$ cat config.mk
export PLATFORM = sky130hd
export DESIGN_NAME = bracket_balanced_argument_splitter_flat
export DESIGN_NICKNAME = d
export VERILOG_FILES = /design/src/rtl/core/bbas_pkg.sv /design/src/rtl/core/bbas_if.sv /design/src/rtl/core/bbas_cell.sv /design/src/rtl/core/bbas_stack.sv /design/src/rtl/core/bracket_balanced_argument_splitter.sv /design/src/flat_wrapper.sv
export SDC_FILE = /design/constraint.sdc
export NUM_CORES = 1
export LEC_CHECK = 0
export ABC_AREA = 1
export BUFFER_PORTS_ARGS = -buffer_cell sky130_fd_sc_hd__buf_2
export CAP_MARGIN = 15
export CORE_ASPECT_RATIO = 0.75
export CORE_MARGIN = 4
export CORE_UTILIZATION = 43
export DETAILED_ROUTE_END_ITERATION = 8
export SYNTH_ARGS = -nofsm -noshare
export SYNTH_HDL_FRONTEND = slang
export SYNTH_HIERARCHICAL = 1
export SYNTH_SLANG_ARGS = --single-unit
$ cat constraint.sdc
create_clock -name clk -period 3.1 [get_ports clk]
set_input_delay 0.465 -clock clk [delete_from_list [all_inputs] [get_ports clk]]
set_output_delay 0.465 -clock clk [all_outputs]
set_load 0.02 [all_outputs]
$ cat src/rtl/core/bbas_pkg.sv
package bbas_pkg;

  // Parser phase within a line
  typedef enum logic [1:0] {
    PH_EXPECT = 2'd0,
    PH_RUN    = 2'd1,
    PH_DONE   = 2'd2
  } phase_t;

  // Status codes reported with each result
  typedef enum logic [2:0] {
    ST_OK         = 3'd0,
    ST_BAD_START  = 3'd1,
    ST_MISMATCH   = 3'd2,
    ST_TOO_DEEP   = 3'd3,
    ST_UNFINISHED = 3'd4
  } status_t;

  // Expected-closer codes held on the stack
  typedef logic [1:0] code_t;
  localparam code_t CODE_PAREN   = 2'd0;
  localparam code_t CODE_BRACE   = 2'd1;
  localparam code_t CODE_BRACKET = 2'd2;
  localparam code_t CODE_ANGLE   = 2'd3;

  // Delimiter bytes
  localparam logic [7:0] CH_LPAREN   = 8'h28;
  localparam logic [7:0] CH_RPAREN   = 8'h29;
  localparam logic [7:0] CH_LBRACE   = 8'h7B;
  localparam logic [7:0] CH_RBRACE   = 8'h7D;
  localparam logic [7:0] CH_LBRACKET = 8'h5B;
  localparam logic [7:0] CH_RBRACKET = 8'h5D;
  localparam logic [7:0] CH_LANGLE   = 8'h3C;
  localparam logic [7:0] CH_RANGLE   = 8'h3E;
  localparam logic [7:0] CH_QUOTE    = 8'h22;
  localparam logic [7:0] CH_COMMA    = 8'h2C;

  // Stack control handed from the parser to the cell row
  typedef struct packed {
    logic  push;
    logic  pop;
    code_t code;
  } stack_ctl_t;

  // One result beat
  typedef struct packed {
    logic [7:0] out_char;
    logic       char_kept;
    logic       arg_end;
    logic       list_closed;
    logic       line_done;
    status_t    status;
  } res_t;

  function automatic logic is_closer(logic [7:0] c);
    return (c == CH_RPAREN) || (c == CH_RBRACE) || (c == CH_RBRACKET) || (c == CH_RANGLE);
  endfunction

  function automatic code_t closer_of(logic [7:0] c);
    code_t r;
    r = CODE_PAREN;
    case (c)
      CH_RBRACE:   r = CODE_BRACE;
      CH_RBRACKET: r = CODE_BRACKET;
      CH_RANGLE:   r = CODE_ANGLE;
      default:     r = CODE_PAREN;
    endcase
    return r;
  endfunction

  function automatic logic is_opener(logic [7:0] c);
    return (c == CH_LPAREN) || (c == CH_LBRACE) || (c == CH_LBRACKET) || (c == CH_LANGLE);
  endfunction

  function automatic code_t opener_of(logic [7:0] c);
    code_t r;
    r = CODE_PAREN;
    case (c)
      CH_LBRACE:   r = CODE_BRACE;
      CH_LBRACKET: r = CODE_BRACKET;
      CH_LANGLE:   r = CODE_ANGLE;
      default:     r = CODE_PAREN;
    endcase
    return r;
  endfunction

endpackage

$ cat src/rtl/core/bbas_if.sv
// Input channel: one text byte per beat
interface bbas_in_if;
  logic       valid;
  logic       ready;
  logic [7:0] in_char;
  logic       line_last;

  modport source (output valid, output in_char, output line_last, input ready);
  modport sink   (input valid, input in_char, input line_last, output ready);
endinterface

// Output channel: one classified byte per beat
interface bbas_out_if;
  logic       valid;
  logic       ready;
  logic [7:0] out_char;
  logic       char_kept;
  logic       arg_end;
  logic       list_closed;
  logic       line_done;
  logic [2:0] status;

  modport source (output valid, output out_char, output char_kept, output arg_end,
                  output list_closed, output line_done, output status, input ready);
  modport sink   (input valid, input out_char, input char_kept, input arg_end,
                  input list_closed, input line_done, input status, output ready);
endinterface

$ cat src/rtl/core/bbas_cell.sv
// One stack slot: shifts toward the bottom on push, toward the top on pop
module bbas_cell
  import bbas_pkg::*;
(
  input  logic       clk,
  input  stack_ctl_t ctl,
  input  code_t      above,
  input  code_t      below,
  output code_t      code
);

  always_ff @(posedge clk) begin
    if (ctl.push) begin
      code <= above;
    end else if (ctl.pop) begin
      code <= below;
    end
  end

endmodule

$ cat src/rtl/core/bbas_stack.sv
// Row of closer cells; cell 0 is the top of the stack
module bbas_stack
  import bbas_pkg::*;
#(
  parameter int STACK_DEPTH = 16
) (
  input  logic       clk,
  input  stack_ctl_t ctl,
  output code_t      top
);

  code_t slot [STACK_DEPTH];

  for (genvar i = 0; i < STACK_DEPTH; i++) begin : g_cell
    code_t above;
    code_t below;

    // neighbor wiring; the ends take the new code and their own value
    if (i == 0) begin : g_head
      assign above = ctl.code;
    end else begin : g_mid_a
      assign above = slot[i-1];
    end
    if (i == STACK_DEPTH - 1) begin : g_tail
      assign below = slot[i];
    end else begin : g_mid_b
      assign below = slot[i+1];
    end

    bbas_cell u_cell (
      .clk   (clk),
      .ctl   (ctl),
      .above (above),
      .below (below),
      .code  (slot[i])
    );
  end

  assign top = slot[0];

endmodule

$ cat src/rtl/core/bracket_balanced_argument_splitter.sv
// Channel | Dir | Beat contents
// din     | in  | in_char, line_last
// dout    | out | out_char, char_kept, arg_end, list_closed, line_done, status
//
// One byte per cycle while the output queue has room, one result per byte; each result is
// registered in the output queue before it reaches dout. The rate is set by the stack top compare
// and the single push or pop of the cell row, both done in the cycle a byte is taken.
// Results go through a two-beat output queue; din is taken whenever it has room.
// rst clears phase, quote, depth, error and the queue; stack cells are not reset.
module bracket_balanced_argument_splitter
  import bbas_pkg::*;
#(
  parameter int STACK_DEPTH = 16
) (
  input  logic          clk,
  input  logic          rst,
  bbas_in_if.sink       din,
  bbas_out_if.source    dout
);

  localparam int DW = $clog2(STACK_DEPTH + 1);
  localparam logic [DW-1:0] DEPTH_MAX = DW'(STACK_DEPTH);

  // Parser state
  phase_t        phase, phase_next;
  logic          in_quote, in_quote_next;
  logic [DW-1:0] nest_depth, nest_depth_next;
  logic [1:0]    line_error, line_error_next;

  // Output queue
  res_t       q [2];
  logic       wp, rp;
  logic [1:0] cnt;

  logic       fire, deq;
  logic [7:0] c;
  logic       last;
  code_t      top;
  stack_ctl_t sctl;

  logic    kept, aend, closed, run_stays;
  status_t err, status;

  assign c    = din.in_char;
  assign last = din.line_last;
  assign din.ready = (cnt != 2'd2);
  assign fire = din.valid && din.ready;
  assign deq  = dout.valid && dout.ready;

  bbas_stack #(.STACK_DEPTH(STACK_DEPTH)) u_stack (
    .clk (clk),
    .ctl (sctl),
    .top (top)
  );

  // Byte classification and per-byte outputs
  always_comb begin
    err    = ST_OK;
    kept   = 1'b0;
    aend   = 1'b0;
    closed = 1'b0;
    sctl   = '{push: 1'b0, pop: 1'b0, code: opener_of(c)};
    unique case (phase)
      PH_EXPECT: begin
        if (c != CH_LPAREN) err = ST_BAD_START;
      end
      PH_RUN: begin
        if (in_quote) begin
          kept = 1'b1;
        end else if (is_closer(c)) begin
          if (nest_depth == '0) begin
            if (closer_of(c) == CODE_PAREN) begin
              closed = 1'b1;
              aend   = 1'b1;
            end else begin
              err = ST_MISMATCH;
            end
          end else if (top == closer_of(c)) begin
            sctl.pop = fire;
            kept     = 1'b1;
          end else begin
            err = ST_MISMATCH;
          end
        end else if (is_opener(c)) begin
          if (nest_depth == DEPTH_MAX) begin
            err = ST_TOO_DEEP;
          end else begin
            sctl.push = fire;
            kept      = 1'b1;
          end
        end else if (c == CH_COMMA && nest_depth == '0) begin
          aend = 1'b1;
        end else begin
          kept = 1'b1;
        end
      end
      PH_DONE: begin
      end
      default: begin
      end
    endcase

    run_stays = (err == ST_OK) && !closed && (phase == PH_EXPECT || phase == PH_RUN);

    if (err != ST_OK) status = err;
    else if (phase == PH_DONE) status = status_t'({1'b0, line_error});
    else status = ST_OK;

    // line ends while the list is still open
    if (last && run_stays) begin
      aend   = 1'b1;
      status = ST_UNFINISHED;
    end
  end

  // Next state
  always_comb begin
    phase_next      = phase;
    in_quote_next   = in_quote;
    nest_depth_next = nest_depth;
    line_error_next = line_error;
    if (fire) begin
      unique case (phase)
        PH_EXPECT: begin
          phase_next      = (err == ST_OK) ? PH_RUN : PH_DONE;
          in_quote_next   = 1'b0;
          nest_depth_next = '0;
        end
        PH_RUN: begin
          if (err != ST_OK || closed) phase_next = PH_DONE;
          if (in_quote) begin
            if (c == CH_QUOTE) in_quote_next = 1'b0;
          end else if (!is_closer(c) && !is_opener(c) && c == CH_QUOTE) begin
            in_quote_next = 1'b1;
          end
          if (sctl.push) nest_depth_next = nest_depth + 1'b1;
          else if (sctl.pop) nest_depth_next = nest_depth - 1'b1;
        end
        PH_DONE: begin
        end
        default: begin
        end
      endcase
      if (err != ST_OK) line_error_next = err[1:0];
      if (last) begin
        phase_next      = PH_EXPECT;
        in_quote_next   = 1'b0;
        nest_depth_next = '0;
        line_error_next = 2'd0;
      end
    end
  end

  always_ff @(posedge clk) begin
    if (rst) begin
      phase      <= PH_EXPECT;
      in_quote   <= 1'b0;
      nest_depth <= '0;
      line_error <= 2'd0;
    end else begin
      phase      <= phase_next;
      in_quote   <= in_quote_next;
      nest_depth <= nest_depth_next;
      line_error <= line_error_next;
    end
  end

  // Two-beat output queue
  always_ff @(posedge clk) begin
    if (fire) begin
      q[wp] <= '{out_char: c, char_kept: kept, arg_end: aend, list_closed: closed,
                 line_done: last, status: status};
    end
  end

  always_ff @(posedge clk) begin
    if (rst) begin
      wp  <= 1'b0;
      rp  <= 1'b0;
      cnt <= 2'd0;
    end else begin
      if (fire) wp <= ~wp;
      if (deq)  rp <= ~rp;
      cnt <= cnt + {1'b0, fire} - {1'b0, deq};
    end
  end

  assign dout.valid       = (cnt != 2'd0);
  assign dout.out_char    = q[rp].out_char;
  assign dout.char_kept   = q[rp].char_kept;
  assign dout.arg_end     = q[rp].arg_end;
  assign dout.list_closed = q[rp].list_closed;
  assign dout.line_done   = q[rp].line_done;
  assign dout.status      = q[rp].status;

endmodule

$ cat src/flat_wrapper.sv
// flat-port wrapper written by rule: the top's interface ports become plain ports
module bracket_balanced_argument_splitter_flat import bbas_pkg::*;
#(
  parameter int STACK_DEPTH = 16
)
  (clk, rst, din_valid, din_in_char, din_line_last, din_ready, dout_valid, dout_out_char, dout_char_kept, dout_arg_end, dout_list_closed, dout_line_done, dout_status, dout_ready);
  bbas_in_if din_i ();
  bbas_out_if dout_i ();
  input  logic clk;
  input  logic rst;
  input wire logic [$bits(din_i.valid)-1:0] din_valid;
  input wire logic [$bits(din_i.in_char)-1:0] din_in_char;
  input wire logic [$bits(din_i.line_last)-1:0] din_line_last;
  output wire logic [$bits(din_i.ready)-1:0] din_ready;
  output wire logic [$bits(dout_i.valid)-1:0] dout_valid;
  output wire logic [$bits(dout_i.out_char)-1:0] dout_out_char;
  output wire logic [$bits(dout_i.char_kept)-1:0] dout_char_kept;
  output wire logic [$bits(dout_i.arg_end)-1:0] dout_arg_end;
  output wire logic [$bits(dout_i.list_closed)-1:0] dout_list_closed;
  output wire logic [$bits(dout_i.line_done)-1:0] dout_line_done;
  output wire logic [$bits(dout_i.status)-1:0] dout_status;
  input wire logic [$bits(dout_i.ready)-1:0] dout_ready;
  assign din_i.valid = din_valid;
  assign din_i.in_char = din_in_char;
  assign din_i.line_last = din_line_last;
  assign din_ready = din_i.ready;
  assign dout_valid = dout_i.valid;
  assign dout_out_char = dout_i.out_char;
  assign dout_char_kept = dout_i.char_kept;
  assign dout_arg_end = dout_i.arg_end;
  assign dout_list_closed = dout_i.list_closed;
  assign dout_line_done = dout_i.line_done;
  assign dout_status = dout_i.status;
  assign dout_i.ready = dout_ready;
  bracket_balanced_argument_splitter #(.STACK_DEPTH(STACK_DEPTH)) u_core (.clk(clk), .rst(rst), .din(din_i), .dout(dout_i));
endmodule
==> results of run 1 <==
## cell type report
| type | count | area, um^2 | area share |
|---|---|---|---|
| Clock buffer | 9 | 225 | 0.0505 |
| Clock inverter | 7 | 90.1 | 0.0202 |
| Timing Repair Buffer | 33 | 188 | 0.0421 |
| Tap cell | 108 | 135 | 0.0303 |
| Inverter | 55 | 206 | 0.0463 |
| Multi-Input combinational cell | 286 | 1450 | 0.326 |
| Sequential cell | 77 | 2160 | 0.485 |
## flip-flops by register name (all words and copies together) (netlist names), named ones only
| register | cells |
|---|---|
| u_core/q | 30 |
| u_core/rp | 1 |
| u_core/wp | 1 |
| u_core/u_stack/g_cell.u_cell/code | 32 |
| u_core/line_error | 2 |
| u_core/phase | 2 |
| u_core/in_quote | 1 |
| u_core/cnt | 2 |
| u_core/nest_depth | 5 |
## worst paths after layout
check | endpoint | cells past startpoint | slack (ns) | startpoint
setup / recovery | u_core/nest_depth[4]$_SDFFE_PP0P_ | 18 | 0.57 | din_in_char[3]
setup reg to reg | u_core/nest_depth[4]$_SDFFE_PP0P_ | 15 | 0.69 | u_core/nest_depth[0]$_SDFFE_PP0P_
hold / removal | u_core/q[1][14]$_DFFE_PP_ | 1 | 0.36 | din_in_char[7]
hold reg to reg | u_core/cnt[1]$_SDFF_PP0_ | 1 | 0.46 | u_core/cnt[1]$_SDFF_PP0_
## cell families (layout without fill, tap and decap cells)
kind of cell	after synthesis	count (layout)	synth area share
adder cells (fa/ha/maj)	7	7	0.0248
AND/OR/NAND/NOR	229	229	0.260
buffers and inverters	58	104	0.0568
flip-flops	77	77	0.564
AO/OA/AOI/OAI	31	31	0.0415
multiplexers	15	15	0.0441
XOR/XNOR	4	4	0.00914
## worst max-delay path, delay by kind of cell
kind	cells	cell delay (ns)
adders and majority gates	1	0.46
and+or+nand+nor	10	1.06
AOI/OAI and AO/OA	2	0.30
xor gates and xnor gates	1	0.16
buffers and inverters	4	0.34
## layer usage
metal	vias up	global-route usage	share of wire
li1	1456	-	-
met1	1299	0.220	0.51
met2	60	0.200	0.43
met3	9	0.0403	0.047
met4	0	0.0411	0.0082
met5	-	0	0
## power groups by stage
| stage | Clock, W | Combinational, W | Sequential [W] |
|---|---|---|---|
| after global routing | 0.00115 | 0.000686 | 0.00131 |
| after global placement | 0 | 0.000615 | 0.00131 |
| after floorplan | 0 | 0.000469 | 0.00128 |
| after CTS | 0.00111 | 0.000620 | 0.00130 |
| final | 0.00109 | 0.000614 | 0.00129 |
| after detailed placement | 0 | 0.000617 | 0.00132 |
## placed cells by master, fill, tap and decap left out
cell type   netlist  layout
nand2_1         144     144
edfxtp_1         62      62
inv_1            54      54
buf_2             0      29
nor2_1           27      27
nand3_1          21      21
a21oi_1          19      19
or2_1            16      16
mux2_2           15      15
dfxtp_1          15      15
o21ai_0          10      10
clkbuf_16         0       9
ha_1              6       6
nor2_2            5       5
nand4_1           4       4
nor3_1            3       3
nand2_2           3       3
buf_4             0       3
clkinv_2          0       2
bufinv_16         0       2
xor2_1            2       2
nand2_4           2       2
xnor2_1           2       2
clkinv_4          0       1
clkinvlp_4        0       1
clkinv_1          0       1
or2_2             1       1
nor3_2            1       1
a21oi_2           1       1
inv_2             1       1
nor4_1            1       1
nand4_2           1       1
o21ai_1           1       1
fa_1              1       1
buf_12            0       1
## metrics by stage
stage	std cells	hold slack [ns]	setup WS (ns)	power, W
after floorplan	421	0.426	0.466	0.00175
after global routing	575	0.370	0.251	0.00314
after global placement	559	0.439	0.337	0.00193
final	575	0.358	0.572	0.00300
after CTS	575	0.354	0.597	0.00303
after detailed placement	559	0.445	0.267	0.00193
==> summary.md, run 1 <==
| Metric | Value |
|---|---|
| Status | `finished clean` |
| GRT Overall Usage | `0.145` |
| Row count | `29` |
| Critical Path RT | `3.37 ns` |
| Pin count of the biggest net entering global routing | `66` |
| Placed cell area | `4140 um^2` |
| Residual DRC | `0` |
| Final Cell Area | `4460 um^2` |
| Clock Latency Late Sink | `0.33 ns` |
| H-Tree Depth | `3` |
| NetSw | `0.000836 W` |
| Vias in the first global route | `2,605` |
| Clk buf depth | `2` |
| IO Port Bufs | `29` |
| Leading area contributor after synthesis | `edfxtp_1` |
| CTS tree | `built` |
| Die H | `89.8 um` |
| Die Wd | `117 um` |
| Pre-antenna DRT Iters | `5` |
| Max-Cap Viols | `0` |
| Int Pwr | `0.00216 W` |
| Relative slew slack | `0.444` |
| Worst-path clk slew | `0.06 ns` |
| Pwr dens | `673 nW/um^2` |
| # setup viols final | `0` |
| Detailed Place HPWL | `5140 um` |
| Register area share after synthesis | `0.564` |
| Post-synthesis cell count | `421` |
| # nets final | `482` |
| Top-level I/O count | `30` |
| Vias | `2,824` |
| Worst min path class | `input pin to flip-flop` |
| Peak VDD IR | `0.291 mV` |
| Crit-path max cell delay | `0.46 ns` |
| Cts bufs inserted | `9` |
| Setup TNS | `0 ns` |
| Seq pwr share | `0.431` |
| Post-Syn Nets | `441` |
| Share of Yosys cell area claimed by the top area cell type | `0.486` |
| Ant diodes | `0` |
| CP cell instances | `buf_2 > inv_1 > nor2_1 > nand3_1 > nor2_1 > nor2_1 > a21oi_1 > nand2_1 > fa_1 > nand3_1 > nand2_1 > xor2_1 > inv_1 > nand2_1 > nand3_1 > o21ai_1 > inv_1 > nor2_2` |
| Cts repair resizes | `0` |
| Worst path slowest cell | `fa_1` |
| Post-CTS setup buffers | `0` |
| Achievable frequency | `396 MHz` |
| Synthesized area per cell | `9.10 um^2` |
| Clock share of power | `0.364` |
| Worst setup SP type | `input pin` |
| Slew @ Worst Pin | `0.834 ns` |
| Clock tree sinks | `77` |
| CORE AREA | `8560 um^2` |
| Leak pwr | `1.96 nW` |
| CTS root buffer | `clkbuf_16` |
| Critical Path AT | `2.80 ns` |
| Crit Path Class | `input pin to flip-flop` |
| Antenna-violating nets left | `0` |
| Min Tclk post-route | `2.53 ns` |
| Final period utilization | `0.816` |
| Slew Viols, Final | `0` |
| Crit-path max FO | `7` |
| Die area | `10,500 um^2` |
| Final wirelength | `7280 um` |
| Combinational share of power | `0.205` |
| Routed vias/inst | `4.91` |
| Flops & latches, synth | `77` |
| Initial DRC count | `264` |
| Synthesized area | `3830 um^2` |
| Switching share of total power | `0.279` |
| Fillers | `772` |
| Total grt overflow | `0` |
| Synth cell types | `27` |
| Initial antenna violation count | `0` |
| Synth cell count leaders | `nand2_1 (144), edfxtp_1 (62), inv_1 (54)` |
| Asr flop ratio synth | `0` |
| Global-route wire length before repair | `12,100 um` |
| Cts hold-fix bufs | `0` |
| Layout Utilization | `0.521` |
| Initial Utilization | `0.448` |
| Syn. warnings | `6` |
| Fin. Hold Viols | `0` |
| Synth-to-layout area growth | `16.4%` |
| Count leader, synth | `nand2_1` |
| Setup crit end kind | `flip-flop` |
| Global placement routability congestion | `0.810` |
| Number of synthesized flops with an enable pin | `62` |
| Setup Skew | `0.00597 ns` |
| Synth area leaders | `edfxtp_1 (49%), nand2_1 (14%), dfxtp_1 (7.8%)` |
| Most used DFF post-synth | `edfxtp_1` |
| DR WL/cell | `12.7 um` |
| RSZ-0062 raised after global routing | `false` |
| Share of cells above drive strength 1 | `0.167` |
Note: power is estimated with default switching activity, not from simulation.
==> inputs of run 2 (changes only) <==
--- a/config.mk
+++ b/config.mk
@@ -5,7 +5,7 @@
 export SDC_FILE = /design/constraint.sdc
 export NUM_CORES = 1
 export LEC_CHECK = 0
-export ABC_AREA = 1
+export ABC_AREA = 0
 export BUFFER_PORTS_ARGS = -buffer_cell sky130_fd_sc_hd__buf_2
 export CAP_MARGIN = 15
 export CORE_ASPECT_RATIO = 0.75
==> constraint.sdc (replaced) <==
create_clock -name clk -period 2.3 [get_ports clk]
set_input_delay 0.345 -clock clk [delete_from_list [all_inputs] [get_ports clk]]
set_output_delay 0.345 -clock clk [all_outputs]
set_load 0.02 [all_outputs]
==> summary.md, run 2 <==
| Metric | Value |
|---|---|
| Top-level I/O count | `30 (unchanged)` |
| Vias in the first global route | `2,742 (+5.3%)` |
| Peak VDD IR | `0.546 mV (+88%)` |
| Clock Latency Late Sink | `0.33 ns (about the same)` |
| Syn. warnings | `6 (unchanged)` |
| Antenna-violating nets left | `0 (unchanged)` |
| Slew @ Worst Pin | `0.503 ns (-0.331 ns)` |
| Critical Path RT | `2.54 ns (-0.83 ns)` |
| Reg2reg setup slack | `0.07 ns (-0.62 ns)` |
| GRT Overall Usage | `0.159 (+0.0142)` |
| Most used DFF post-synth | `edfxtp_1` |
| Die area | `10,900 um^2 (+4.0%)` |
| Initial DRC count | `183 (-31%)` |
| Worst-path clk slew | `0.06 ns (about the same)` |
| RSZ-0062 raised after global routing | `true` |
| Most frequent cells in the layout | `edfxtp_1 (62), buf_4 (47), mux2_2 (46)` |
| Worst setup SP type | `input pin` |
| Clock tree sinks | `77 (unchanged)` |
| Detailed Place HPWL | `5950 um (+16%)` |
| Flops & latches, synth | `77 (unchanged)` |
| Post-synthesis cell count | `319 (-24%)` |
| Violated checks | `setup timing` |
| Max reg flops | `32 (unchanged)` |
| Cts hold-fix bufs | `0 (unchanged)` |
| Max-Cap Viols | `0 (unchanged)` |
| Met3 Track Usage GR | `0.0399 (-0.000418)` |
| Ant diodes | `0 (unchanged)` |
| Total grt overflow | `0 (unchanged)` |
| Setup ws final | `-0.0702 ns (-0.642 ns)` |
| Min-Delay Startpoint | `din_in_char[4]` |
| Routed vias/inst | `5.19 (+5.6%)` |
| Pin count of the biggest net entering global routing | `20 (-70%)` |
| Pre-antenna DRT Iters | `4 (-1)` |
| Number of synthesized flops with an enable pin | `62 (unchanged)` |
| Synth-to-layout area growth | `25.7%` |
| Hold EP | `u_core/q[1][11]$_DFFE_PP_` |
| Hold path depth | `1 (unchanged)` |
| Die H | `91.5 um (+1.9%)` |
| Cts bufs inserted | `9 (unchanged)` |
| Count leader, synth | `edfxtp_1` |
| Worst min path class | `input pin to flip-flop` |
| Relative slew slack | `0.665 (+0.221)` |
| Final period utilization | `1.03` |
| Share of cells above drive strength 1 | `0.434 (+0.267)` |
| Most flops, register | `u_core/u_stack/g_cell.u_cell/code` |
| Achievable frequency | `422 MHz` |
| Pwr dens | `777 nW/um^2 (+15%)` |
| Synthesized area | `4000 um^2 (+4.3%)` |
| # setup viols final | `1 (+1)` |
| Slew Viols, Final | `0 (unchanged)` |
| # nets final | `418 (-13%)` |
| H-Tree Depth | `3 (unchanged)` |
| Met2 Track Usage GR | `0.230 (+0.0301)` |
| Share of Yosys cell area claimed by the top area cell type | `0.466 (-0.0201)` |
| Register area share after synthesis | `0.541 (-0.0233)` |
| Leak pwr | `1.76 nW (-10%)` |
| Final wirelength | `8180 um (+12%)` |
| Clk buf depth | `2 (unchanged)` |
| Critical Path AT | `2.61 ns (-0.19 ns)` |
| R2r endpoint | `u_core/nest_depth[4]$_SDFFE_PP0P_` |
| Final Cell Area | `5020 um^2 (+13%)` |
| Worst R2R Path Depth | `9 (-6)` |
| Row count | `30 (+3.4%)` |
| Post-Syn Nets | `339 (-23%)` |
| Initial antenna violation count | `0 (unchanged)` |
| Crit Path Class | `input pin to flip-flop` |
| Leading area contributor after synthesis | `edfxtp_1` |
| Synth cell count leaders | `edfxtp_1 (62), mux2_2 (47), nor2_1 (19)` |
| Placed cell area | `4660 um^2 (+13%)` |
| Setup crit end kind | `flip-flop` |
| Fin. Hold Viols | `0 (unchanged)` |
| CTS root buffer | `clkbuf_16` |
| Global-route wire length before repair | `13,600 um (+12%)` |
| Global placement routability congestion | `0.833 (+2.8%)` |
| Initial Utilization | `0.442 (-0.00564)` |
| Commonest non-fill, non-tap cell in the layout | `edfxtp_1` |
| Vias | `2,754 (-2.5%)` |
| Min Tclk post-route | `2.37 ns` |
| Fillers | `791 (+2.5%)` |
| Status | `finished with violations` |
| Synthesized area per cell | `12.5 um^2 (+38%)` |
| Crit-path max FO | `3 (-4)` |
| DR WL/cell | `15.4 um (+22%)` |
| Met1 usage | `0.228 (+0.00840)` |
| Synth cell types | `60 (+120%)` |
| Synth area leaders | `edfxtp_1 (47%), mux2_2 (13%), dfxtp_1 (7.5%)` |
| CTS tree | `built` |
| Residual DRC | `0 (unchanged)` |
| Setup Skew | `0.00598 ns (+0.0000116 ns)` |
| CORE AREA | `9050 um^2 (+5.6%)` |
| Most Crowded Layer GR | `met2` |
| Die Wd | `119 um (+2.0%)` |
| Reg2Reg Launch Point | `u_core/cnt[0]$_SDFF_PP0_` |
| Asr flop ratio synth | `0 (unchanged)` |
| Top flop regs | `u_core/u_stack/g_cell.u_cell/code: 32 flops, u_core/q: 30 flops, u_core/nest_depth: 5 flops` |
| Fin Hold WS | `0.287 ns (-0.0708 ns)` |
| IO Port Bufs | `29 (unchanged)` |
==> run 2: changes by cell type after synthesis, moves of 5 or more <==
cell,delta
inv_1,-46
mux2_2,+32
nand2_1,-126
nand3_1,-12
nor2_1,-8
nor2_2,-5
nor2b_1,+5
o2111ai_1,+5
o21ai_0,-9
or2_1,-16
or2_2,+16
==> run 2: area by class of cell <==
cell class	count	area, um^2	area share
Clock buffer	10	229	0.0456
Multi-Input combinational cell	222	1790	0.356
Inverter	9	47.5	0.00946
Timing Repair Buffer	79	558	0.111
Sequential cell	77	2160	0.430
Tap cell	128	160	0.0319
Clock inverter	6	77.6	0.0154
==> run 2: metrics by stage <==
| step | setup WS, ns | utilization | TNS (ns) | power (W) | instances |
|---|---|---|---|---|---|
| after floorplan | -0.390 | - | -3.46 | 0.00221 | 319 |
| after global placement | -0.472 | 0.515 | -14.99 | 0.00246 | 513 |
| after detailed placement | -0.546 | 0.515 | -18.59 | 0.00248 | 513 |
| after CTS | -0.136 | 0.554 | -0.136 | 0.00396 | 530 |
| after global routing | -0.182 | 0.555 | -0.208 | 0.00410 | 531 |
| final | -0.0702 | 0.555 | -0.0702 | 0.00390 | 531 |
==> run 2: logic make-up after synthesis <==
group           synth area share
simple gates               0.167
flops                      0.541
compound gates            0.0936
mux                        0.132
buf+inv                   0.0232
xor+xnor                  0.0197
fa+ha+maj                 0.0238
==> run 2: what timing repair did <==
| item | in CTS | in global routing |
|---|---|---|
| buffers inserted | 1 | 1 |
| gates resized for setup | 5 | 1 |
| pin swaps | 5 | 6 |
| endpoints found under the setup margin | 25 | 35 |
==> run 2: worst max-delay path, stage by stage <==
cell     delay (ns)
buf_2          0.11
or4b_4         0.56
o22ai_4        0.18
nand4_1        0.19
fa_2           0.40
a21o_1         0.19
a21oi_2        0.12
xnor2_1        0.08
or3_1          0.31
o32ai_1        0.11
==> run 2: where the power goes <==
group	internal (W)	total [W]	switching (W)	leakage (nW)
Clock	0.000938	0.00146	0.000520	0.151
Sequential	0.00163	0.00166	0.0000371	0.582
Combinational	0.000327	0.000781	0.000454	1.03
Total	0.00289	0.00390	0.00101	1.76
==> run 2: worst max path at each step <==
stage	from	to	depth (start not counted)
final	din_in_char[6]	u_core/nest_depth[4]$_SDFFE_PP0P_	10
after global routing	din_in_char[6]	u_core/nest_depth[4]$_SDFFE_PP0P_	10
after CTS	din_in_char[1]	u_core/nest_depth[4]$_SDFFE_PP0P_	10
after detailed placement	din_in_char[1]	u_core/nest_depth[4]$_SDFFE_PP0P_	10
after global placement	din_in_char[1]	u_core/nest_depth[4]$_SDFFE_PP0P_	10
after floorplan	din_in_char[1]	u_core/nest_depth[4]$_SDFFE_PP0P_	10
==> run 2: layer usage <==
| layer | vias to the layer above | part of all wire |
|---|---|---|
| met1 | 1306 | 0.51 |
| met5 | - | 0 |
| li1 | 1378 | - |
| met4 | 0 | 0.016 |
| met2 | 60 | 0.42 |
| met3 | 10 | 0.048 |
==> inputs of run 3 (changes only) <==
--- a/config.mk
+++ b/config.mk
@@ -5,7 +5,7 @@
 export SDC_FILE = /design/constraint.sdc
 export NUM_CORES = 1
 export LEC_CHECK = 0
-export ABC_AREA = 0
+export ABC_AREA = 1
 export BUFFER_PORTS_ARGS = -buffer_cell sky130_fd_sc_hd__buf_2
 export CAP_MARGIN = 15
 export CORE_ASPECT_RATIO = 0.75
==> summary.md, run 3 (synthesis gave the netlist of run 1 again) <==
| Metric | Value |
|---|---|
| Status | `finished clean` |
| Most Crowded Layer GR | `met1` |
| Worst setup SP type | `flip-flop` |
| Reg2Reg Launch Point | `u_core/nest_depth[3]$_SDFFE_PP0P_` |
| Setup Skew | `0.00477 ns (-0.00121 ns)` |
| CTS root buffer | `clkbuf_16` |
| Die area | `10,500 um^2 (-3.8%)` |
| Crit-path max FO | `5 (+2)` |
| Slew @ Worst Pin | `0.398 ns (-0.105 ns)` |
| Number of buffers and inverters on the critical path | `3 (+2)` |
| Initial antenna violation count | `0 (unchanged)` |
| # nets final | `520 (+24%)` |
| Row count | `29 (-3.3%)` |
| Slew Viols, Final | `0 (unchanged)` |
| DP Worst Slack | `-0.218 ns (+0.328 ns)` |
| Max-Cap Viols | `0 (unchanged)` |
| Pre-antenna DRT Iters | `4 (unchanged)` |
| R2r endpoint | `u_core/nest_depth[4]$_SDFFE_PP0P_` |
| Final period utilization | `0.942 (-0.0882)` |
| Routed vias/inst | `4.85 (-6.5%)` |
| Multi-input logic area | `1520 um^2 (-15%)` |
| Min-Delay Startpoint | `din_in_char[7]` |
| Share of cells above drive strength 1 | `0.273 (-0.161)` |
| Crit Path Class | `flip-flop to flip-flop` |
| Top flop regs | `u_core/u_stack/g_cell.u_cell/code: 32 flops, u_core/q: 30 flops, u_core/nest_depth: 5 flops` |
| Vias | `2,974 (+8.0%)` |
| Synth-to-layout area growth | `27.7%` |
| Crit-path max cell delay | `0.40 ns (-0.16 ns)` |
| Peak VDD IR | `0.383 mV (-30%)` |
| Clock Latency Late Sink | `0.33 ns (about the same)` |
| CP cell instances | `inv_1 > nand4_1 > nand3_2 > a21oi_2 > nand2_2 > fa_2 > nand3_2 > nand2_1 > xor2_1 > inv_1 > nand2_1 > nand3_2 > o21ai_2 > inv_1 > nor2_2` |
| Most frequent cells in the layout | `nand2_1 (139), edfxtp_1 (62), inv_1 (51)` |
| Pwr dens | `900 nW/um^2 (+16%)` |
| Final Cell Area | `4890 um^2 (-2.6%)` |
| Clock tree sinks | `77 (unchanged)` |
| Top-level I/O count | `30 (unchanged)` |
| Detailed Place HPWL | `5470 um (-8.1%)` |
| Die H | `89.8 um (-1.9%)` |
| CORE AREA | `8560 um^2 (-5.3%)` |
| Setup crit end kind | `flip-flop` |
| Residual DRC | `0 (unchanged)` |
| Ant diodes | `0 (unchanged)` |
| Relative slew slack | `0.732 (+0.0675)` |
| Critical Path AT | `2.43 ns (-0.18 ns)` |
| Placed cell area | `4440 um^2 (-4.8%)` |
| Worst-path clk slew | `0.06 ns (about the same)` |
| Pin count of the biggest net entering global routing | `42 (+110%)` |
| Worst R2R Path Depth | `15 (+6)` |
| GRT Overall Usage | `0.150 (-0.00886)` |
| Die Wd | `117 um (-1.9%)` |
| Commonest non-fill, non-tap cell in the layout | `nand2_1` |
| Fin Hold WS | `0.242 ns (-0.0447 ns)` |
| # setup viols final | `0 (-1)` |
| CTS tree | `built` |
| Tot Pwr | `0.00441 W (+13%)` |
| Worst path slowest cell | `fa_2` |
| Vias in the first global route | `2,687 (-2.0%)` |
| Met1 usage | `0.226 (-0.00236)` |
| Met3 Track Usage GR | `0.0403 (+0.000418)` |
| Max reg flops | `32 (unchanged)` |
| Most flops, register | `u_core/u_stack/g_cell.u_cell/code` |
| Initial DRC count | `209 (+14%)` |
| Clk buf depth | `2 (unchanged)` |
| IO Port Bufs | `29 (unchanged)` |
| Final wirelength | `7650 um (-6.5%)` |
| Reg area | `2160 um^2 (+0.12%)` |
| Global placement routability congestion | `0.850 (+2.0%)` |
| Critical Path RT | `2.57 ns (+0.03 ns)` |
| Leak pwr | `2.16 nW (+23%)` |
| RSZ-0062 raised after global routing | `true` |
| Critical path depth | `15 (+5)` |
| Fillers | `730 (-7.7%)` |
| Met2 Track Usage GR | `0.204 (-0.0268)` |
| Cts bufs inserted | `9 (unchanged)` |
| Worst min path class | `input pin to flip-flop` |
| Achievable frequency | `461 MHz (+9.4%)` |
| Fin. Hold Viols | `0 (unchanged)` |
| Min Tclk post-route | `2.17 ns (-0.203 ns)` |
| Hold path depth | `1 (unchanged)` |
| Reg2reg setup slack | `0.13 ns (+0.06 ns)` |
| Total grt overflow | `0 (unchanged)` |
| Cell family with most CP delay | `simple AND/OR/NAND/NOR gates` |
| Antenna-violating nets left | `0 (unchanged)` |
| Initial Utilization | `0.448 (+0.00564)` |
| Setup ws final | `0.133 ns (+0.203 ns)` |
| Global-route wire length before repair | `12,500 um (-8.2%)` |
| Hold EP | `u_core/q[1][14]$_DFFE_PP_` |
| DR WL/cell | `12.5 um (-19%)` |
| H-Tree Depth | `3 (unchanged)` |
## run 3: how the worst max path moves through the flow
stage                                      start                                 to  slack, ns
6_report       u_core/nest_depth[3]$_SDFFE_PP0P_  u_core/nest_depth[4]$_SDFFE_PP0P_       0.13
2_1_floorplan                     din_in_char[7]  u_core/nest_depth[4]$_SDFFE_PP0P_       0.04
3_3_place_gp                      din_in_char[1]  u_core/nest_depth[4]$_SDFFE_PP0P_      -0.13
4_1_cts                 u_core/cnt[0]$_SDFF_PP0_  u_core/nest_depth[4]$_SDFFE_PP0P_      0.006
5_1_grt                 u_core/cnt[0]$_SDFF_PP0_  u_core/nest_depth[4]$_SDFFE_PP0P_      -0.06
3_5_place_dp                      din_in_char[1]  u_core/nest_depth[4]$_SDFFE_PP0P_      -0.22
## run 3: area by class of cell
| type | instances | share of cell area |
|---|---|---|
| inverter | 55 | 0.0429 |
| sequential | 77 | 0.442 |
| timing repair buffer | 71 | 0.102 |
| clock inverter | 6 | 0.0276 |
| multi-input combinational | 286 | 0.311 |
| clock buffer | 10 | 0.0468 |
| tap | 108 | 0.0276 |
## run 3: per-layer routing
layer,up-vias,routed length (um)
met2,55,3330
met4,0,94
met3,9,355
li1,1529,-
met1,1381,3870
met5,-,0
## run 3: report_power, final
group | internal (W) | switching, W | total (W)
clock network | 0.00117 | 0.000528 | 0.00170
registers | 0.00166 | 0.0000534 | 0.00171
logic | 0.000411 | 0.000587 | 0.000999
## run 3: what timing repair did
item | in CTS | in global routing
resized for setup | 0 | 19
endpoints found under the setup margin | 0 | 3
setup buffers | 0 | 4
hold buffers | 0 | 0
## run 3: per-stage QoR
stage               setup TNS, ns  utilization  std cells
floorplan                       0            -        421
global placement           -0.188        0.518        593
detailed placement         -0.383        0.518        593
CTS                             0        0.561        609
global route              -0.0831        0.572        613
finish                          0        0.572        613
